$ cat config.mk
export PLATFORM = sky130hd
export DESIGN_NAME = ipru_seq
export DESIGN_NICKNAME = d
export VERILOG_FILES = /design/src/sv/ipru_pkg.sv /design/src/sv/ipru_seq.sv
export SDC_FILE = /design/constraint.sdc
export NUM_CORES = 1
export LEC_CHECK = 0
export BUFFER_PORTS_ARGS = -buffer_cell sky130_fd_sc_hd__buf_2
export CAP_MARGIN = 30
export CORE_ASPECT_RATIO = 2
export CORE_MARGIN = 10
export CORE_UTILIZATION = 50
export DETAILED_ROUTE_END_ITERATION = 7
export MAX_ROUTING_LAYER = met4
export PLACE_DENSITY = 0.72
export SLEW_MARGIN = 5
export SYNTH_ARGS = -nofsm -noshare
export SYNTH_HDL_FRONTEND = slang
export SYNTH_SLANG_ARGS = --single-unit
$ cat constraint.sdc
create_clock -name clk_i -period 4.9 [get_ports clk_i]
set_input_delay 0.49 -clock clk_i [delete_from_list [all_inputs] [get_ports clk_i]]
set_output_delay 0.49 -clock clk_i [all_outputs]
set_load 0.01 [all_outputs]
$ cat src/sv/ipru_pkg.sv
package ipru_pkg;

  localparam int unsigned MAX_SOURCE_WIDTH = 1024;
  localparam int unsigned MAX_SCALE        = 100;
  localparam int unsigned ADDR_W           = $clog2(MAX_SOURCE_WIDTH);

  localparam int unsigned SCALE_W = 7;
  localparam int unsigned DIM_W   = 11;
  localparam int unsigned PIX_W   = 24;
  localparam int unsigned CFG_IDX_W = 2;

  typedef enum logic {
    OP_LOAD = 1'b0,
    OP_PULL = 1'b1
  } ipru_op_e;

  typedef enum logic [CFG_IDX_W-1:0] {
    CFG_SCALE  = 2'd0,
    CFG_WIDTH  = 2'd1,
    CFG_HEIGHT = 2'd2
  } ipru_cfg_e;

  // Side information of one output pixel, decided when its read is issued.
  typedef struct packed {
    logic [1:0] pad;
    logic       row_end;
    logic       frame_end;
    logic       oob;
  } ipru_meta_t;

  function automatic logic [SCALE_W-1:0] eff_scale(input logic [SCALE_W-1:0] s);
    logic [SCALE_W-1:0] r;
    r = s;
    if (s == '0) r = SCALE_W'(1);
    else if (s > SCALE_W'(MAX_SCALE)) r = SCALE_W'(MAX_SCALE);
    return r;
  endfunction

  function automatic logic [DIM_W-1:0] eff_width(input logic [DIM_W-1:0] w);
    logic [DIM_W-1:0] r;
    r = w;
    if (w == '0) r = DIM_W'(1);
    else if (w > DIM_W'(MAX_SOURCE_WIDTH)) r = DIM_W'(MAX_SOURCE_WIDTH);
    return r;
  endfunction

  function automatic logic [DIM_W-1:0] eff_height(input logic [DIM_W-1:0] h);
    return (h == '0) ? DIM_W'(1) : h;
  endfunction

  // Padding bytes for a row of w*s pixels of 3 bytes; only the low bits matter.
  function automatic logic [1:0] row_pad(input logic [1:0] w2, input logic [1:0] s2);
    logic [1:0] p;
    logic [1:0] b;
    p = 2'(w2 * s2);
    b = 2'(p * 2'd3);
    return 2'(2'd0 - b);
  endfunction

endpackage

$ cat src/sv/ipru_seq.sv
module ipru_seq import ipru_pkg::*; (
  input  logic               clk_i,
  input  logic               rst_ni,
  input  logic               acc_i,
  input  logic               op_i,
  input  logic [SCALE_W-1:0] scale_i,
  input  logic [DIM_W-1:0]   width_i,
  input  logic [DIM_W-1:0]   height_i,
  output logic               we_o,
  output logic [ADDR_W-1:0]  waddr_o,
  output logic               re_o,
  output logic [ADDR_W-1:0]  raddr_o,
  output ipru_meta_t         meta_o
);

  logic [DIM_W-1:0]   load_col_q, load_col_d;
  logic [DIM_W-1:0]   read_col_q, read_col_d;
  logic [SCALE_W-1:0] hrep_q, hrep_d;
  logic [SCALE_W-1:0] vrep_q, vrep_d;
  logic [DIM_W-1:0]   src_row_q, src_row_d;
  logic               row_ready_q, row_ready_d;

  always_comb begin
    load_col_d  = load_col_q;
    read_col_d  = read_col_q;
    hrep_d      = hrep_q;
    vrep_d      = vrep_q;
    src_row_d   = src_row_q;
    row_ready_d = row_ready_q;
    we_o        = 1'b0;
    waddr_o     = load_col_q[ADDR_W-1:0];
    re_o        = 1'b0;
    raddr_o     = read_col_q[ADDR_W-1:0];
    meta_o      = '0;
    meta_o.oob  = read_col_q >= DIM_W'(MAX_SOURCE_WIDTH);

    if (acc_i && (op_i == OP_LOAD) && !row_ready_q) begin
      we_o       = load_col_q < DIM_W'(MAX_SOURCE_WIDTH);
      load_col_d = load_col_q + DIM_W'(1);
      if (load_col_d >= width_i) begin
        load_col_d  = '0;
        row_ready_d = 1'b1;
      end
    end

    if (acc_i && (op_i == OP_PULL) && row_ready_q) begin
      re_o   = 1'b1;
      hrep_d = hrep_q + SCALE_W'(1);
      if (hrep_d >= scale_i) begin
        hrep_d     = '0;
        read_col_d = read_col_q + DIM_W'(1);
        if (read_col_d >= width_i) begin
          read_col_d     = '0;
          meta_o.row_end = 1'b1;
          meta_o.pad     = row_pad(width_i[1:0], scale_i[1:0]);
          vrep_d         = vrep_q + SCALE_W'(1);
          if (vrep_d >= scale_i) begin
            vrep_d      = '0;
            row_ready_d = 1'b0;
            src_row_d   = src_row_q + DIM_W'(1);
            if (src_row_d >= height_i) begin
              src_row_d        = '0;
              meta_o.frame_end = 1'b1;
            end
          end
        end
      end
    end
  end

  always_ff @(posedge clk_i or negedge rst_ni) begin
    if (!rst_ni) begin
      load_col_q  <= '0;
      read_col_q  <= '0;
      hrep_q      <= '0;
      vrep_q      <= '0;
      src_row_q   <= '0;
      row_ready_q <= 1'b0;
    end else begin
      load_col_q  <= load_col_d;
      read_col_q  <= read_col_d;
      hrep_q      <= hrep_d;
      vrep_q      <= vrep_d;
      src_row_q   <= src_row_d;
      row_ready_q <= row_ready_d;
    end
  end

endmodule

## Word-level counts from Yosys, hierarchy flattened

Index checks and enable logic that the tools add are counted.

- Flip-flop bits (word level): 48
- Input bits: 33
- Output and inout port bits: 27

- $add $sub $neg: 6
- $mul: 2
- Magnitude comparators: 7
- Muxes and demuxes: 18
- Bitwise operators: 1
- Reduce and logical (&&, ||, !) cells: 8

Operators by type and width:

| cell | number |
|---|---|
| adder 11 x 1 -> 11 bit (second input constant) | 3 |
| greater-or-equal comparator 11 bit | 3 |
| 2-to-1 mux 11 bit | 3 |
| adder 7 x 1 -> 7 bit (second input constant) | 2 |
| greater-or-equal comparator 7 bit | 2 |
| 2-to-1 mux 7 bit | 2 |
| 2-to-1 mux 4 bit | 3 |
| greater-or-equal comparator 11 bit (second input constant) | 1 |
| < comparator 11 bit (second input constant) | 1 |
| 2-to-1 mux 1 bit | 10 |
| logical AND 1 bit | 4 |
| AND reduction 4 bit | 1 |
| AND reduction 3 bit | 1 |
| multiplier 2 x 1 -> 2 bit (second input constant) | 1 |
| multiplier 2 x 2 -> 2 bit | 1 |
| AND reduction 2 bit | 1 |
| subtractor 1 x 2 -> 2 bit (first input constant) | 1 |
| logical NOT 1 bit | 1 |
| inverter 1 bit | 1 |

## Logic depth before layout (Yosys ltp)

- Word-level depth: 8
- Mapped depth: 14
- Mapped depth without buffers: 13

## Least setup slack after synthesis

No wires, ideal clock.

- Kind: register -> output
- Start: register hrep_q[0]
- End: output meta_o[3] (netlist bit)
- Arrival time: 2.569 ns
- Setup slack: 1.841 ns
- Stages on the path, launching flop included: 13
- Cells stage by stage: dfrtp_1 -> ha_1 -> nand3_1 -> nor2_1 -> xor2_1 -> ha_1 -> and2_4 -> a221o_1 -> a31oi_4 -> a211o_4 -> inv_4 -> buf_6 -> and3_1

RTL lines:

| element | RTL line | RTL |
|---|---|---|
| start: declaration | ipru_seq.sv:18 | `logic [SCALE_W-1:0] hrep_q, hrep_d;` |
| start signal: assignment | ipru_seq.sv:82 | `hrep_q <= hrep_d;` |
| end: declaration | ipru_seq.sv:13 | `output ipru_meta_t meta_o` |

==> run metrics <==
status completed; pin count of the biggest net entering global routing 49; CP endpoint kind output port; synth top area cells dfrtp_1 31%, ha_1 17%, xnor2_1 4.9%, o21ai_1 4.6%, nand3_1 4.5%; #FFs+latches synth 48; worst vdd ir 0.000240 V; GRT Resource Usage Total 16.2%; Fillers 710; Detailed Place HPWL 7470 µm; Core Rows 45; Worst R2R End read_col_q[0]; post-route DRC violation count 0; TritonCTS clock tree built; setup tns final 0 ns; area of the multi-input gates 2350 µm²; WL final 9280 µm; Root Driver clkbuf_16; antenna cells 0; number of global-route vias before repair 3346; DRT Pass-1 Iters 7; setup violators final 0; clock buffer depth 2; Area growth, synth to finish 10.2%; max-capacitance violation count 0; sequential share of the synthesized area 30.7%; Setup Fix Bufs, Post-CTS 0; via count 3221; CTS resizes 0; pre-CTS WS 1.50 ns; worst-margin pin slew 0.852 ns; FF-to-FF Start hrep_q[0]; CP max FO 17; proportion of layout cells with a drive suffix above 1 17.0%; Main synth FF type dfrtp_1; TritonCTS sink count 48; Cell Area, Synth 3910 µm²; FF-to-FF setup slack 1.54 ns; number of synthesized flops with an enable pin 0; crit path DAT 3.23 ns; WL/cell 16.1 µm; final worst slack 1.18 ns; max-slew violations 0; Mapped Nets 527; clk slew on worst S/H paths 0.07 ns; Pwr Density 287 nW/µm²; post-synthesis mux area share 0.576%; Post-Synth Adder-Cell Area 16.9%; first-pass GRT wire length 15200 µm; buffers added on ports 59; Max Fclk 269 MHz; Skew-Pair Late Insertion Delay 0.29 ns; RePlAce Congestion 0.905; H-tree levels 2; cts hold-fix bufs 0; Mapped Cells 441; total congestion overflow 0; antenna viol nets, final 0; HP Class primary input to asynchronous set/reset pin; initial cell density of the core 51.5%; die area 12000 µm²; Final Hold Fails 0; worst path required time 4.41 ns; final critical-path share of the clock period 75.8%; static leakage 2.43 nW; Die X-Extent 82.6 µm; leading area contributor after synthesis dfrtp_1; via/cell ratio 5.60; Final nets 566; Cells after DPL 567; startpoint types register; combinational family with the most area after synthesis simple AND/OR/NAND/NOR gates; share of the synthesized area in the top cell type 30.7%; Setup Skew 0.00769 ns; core area 7600 µm²; post-synthesis simple-gate area fraction 17.4%; final std cells w/o fill 575; initial antenna violation count 0; Synth Area in Compound Gates 16.6%; io pins 60; Yosys cell types 53; post-synthesis xor/xnor area fraction 8.51%; FF+latch area 1200 µm²; CTS Buf Count 5; height of the die 145 µm; worst rel slew slack 42.8%; Syn Area/Cell 8.87 µm²; unrepaired setup endpoints after global routing no; 1st-iter DRT viols 155; reg2reg path depth 11; number of synthesis warnings 0; post-layout minimum cycle time 3.72 ns; kind of critical path register to output port; FFs w/ async S/R, synth 100%
## where the power goes
part           leakage (nW)  total, W  internal [W]  switching [W]
Combinational          1.68  0.000335      0.000148       0.000187
Clock                0.0871  0.000410      0.000256       0.000154
Sequential            0.658  0.000493      0.000438      0.0000557
Total                  2.43   0.00124      0.000841       0.000397
## layout by cell type (no fill, tap or decap), types with 2 or more instances in the layout
cell type and count:
buf_2 59, ha_1 53, dfrtp_1 48, inv_1 41, nand2_1 40, o21ai_1 36, nand3_1 35, xnor2_1 22
nor2_1 17, xor2_1 16, and3_1 12, a21o_1 11, a22o_1 11, nand2b_1 10, a21oi_1 7, nor2b_1 5
and2_1 5, clkbuf_16 5, a31o_1 4, o21ai_0 3, nor3_1 3, nand4_1 2, o21bai_1 2, a211oi_1 2
mux2_2 2, o211ai_1 2
## metal layers
metal	vias up	part of all wire, %	track usage [%]
li1	1596	-	-
met1	1533	35	15.3
met2	71	58	29.8
met3	21	4.3	2.66
met4	0	3.1	6.99
met5	-	0	-
## critical path: stages (launching register included)
cell and delay, ns:
dfrtp_1 0.43, ha_1 0.26, nand3_1 0.14, nor2_1 0.15
xor2_1 0.21, ha_1 0.28, and2_4 0.18, a221o_1 0.34
a31oi_4 0.24, a211o_4 0.25, inv_4 0.11, and3_1 0.19
buf_2 0.13
## per-stage QoR
stage | area, µm² | hold slack [ns] | total power, W | utilization, %
final | 4310 | 0.291 | 0.00124 | 56.7
after global routing | 4310 | 0.360 | 0.00133 | 56.7
after CTS | 4310 | 0.322 | 0.00125 | 56.7
after detailed placement | 4130 | 0.504 | 0.000842 | 54.4
after global placement | 4130 | 0.501 | 0.000824 | 54.4
after floorplan | 3910 | 0.194 | 0.000758 | -
## state kept, by name (all words and copies together) (netlist names)
name,flops
load_col_q,11
row_ready_q,1
src_row_q,11
vrep_q,7
hrep_q,7
read_col_q,11
## worst max path at each step
| stage | start | endpoint | slack, ns |
|---|---|---|---|
| after global routing | hrep_q[0] | meta_o[3] | 0.90 |
| after detailed placement | hrep_q[0] | meta_o[3] | 1.50 |
| final | hrep_q[0] | meta_o[3] | 1.18 |
| after CTS | hrep_q[0] | meta_o[3] | 1.18 |
| after floorplan | hrep_q[0] | meta_o[3] | 1.84 |
| after global placement | read_col_q[0] | meta_o[3] | 1.60 |
## logic make-up (layout without fill, tap and decap cells)
| kind of cell | after synthesis | in the layout |
|---|---|---|
| muxes | 2 | 2 |
| buffers and inverters | 71 | 111 |
| AOI/OAI and AO/OA | 93 | 93 |
| adders and majority gates | 53 | 53 |
| and+or+nand+nor | 136 | 136 |
| xor gates and xnor gates | 38 | 38 |
| DFF | 48 | 48 |
## Yosys cell counts, types with 3 or more instances
cell type,instances
and2_1,5
clkbuf_1,3
nor2_1,17
nand3_1,35
nand2b_1,10
and3_1,12
dfrtp_1,48
ha_1,53
nor3_1,3
xor2_1,16
a22o_1,11
nor2b_1,5
buf_4,21
o21ai_1,36
nand2_1,40
a21o_1,11
a31o_1,4
xnor2_1,22
a21oi_1,7
o21ai_0,3
inv_1,41
## final cells by class
| cell class | instances | share of cell area [%] |
|---|---|---|
| repair buffers | 60 | 7.02 |
| clock inverters | 2 | 0.900 |
| inverters | 43 | 3.80 |
| well taps | 94 | 2.73 |
| clock buffers | 6 | 3.22 |
| multi-input cells | 322 | 54.5 |
| flip-flops and latches | 48 | 27.9 |
No activity file was read; power rests on OpenSTA's default activity.
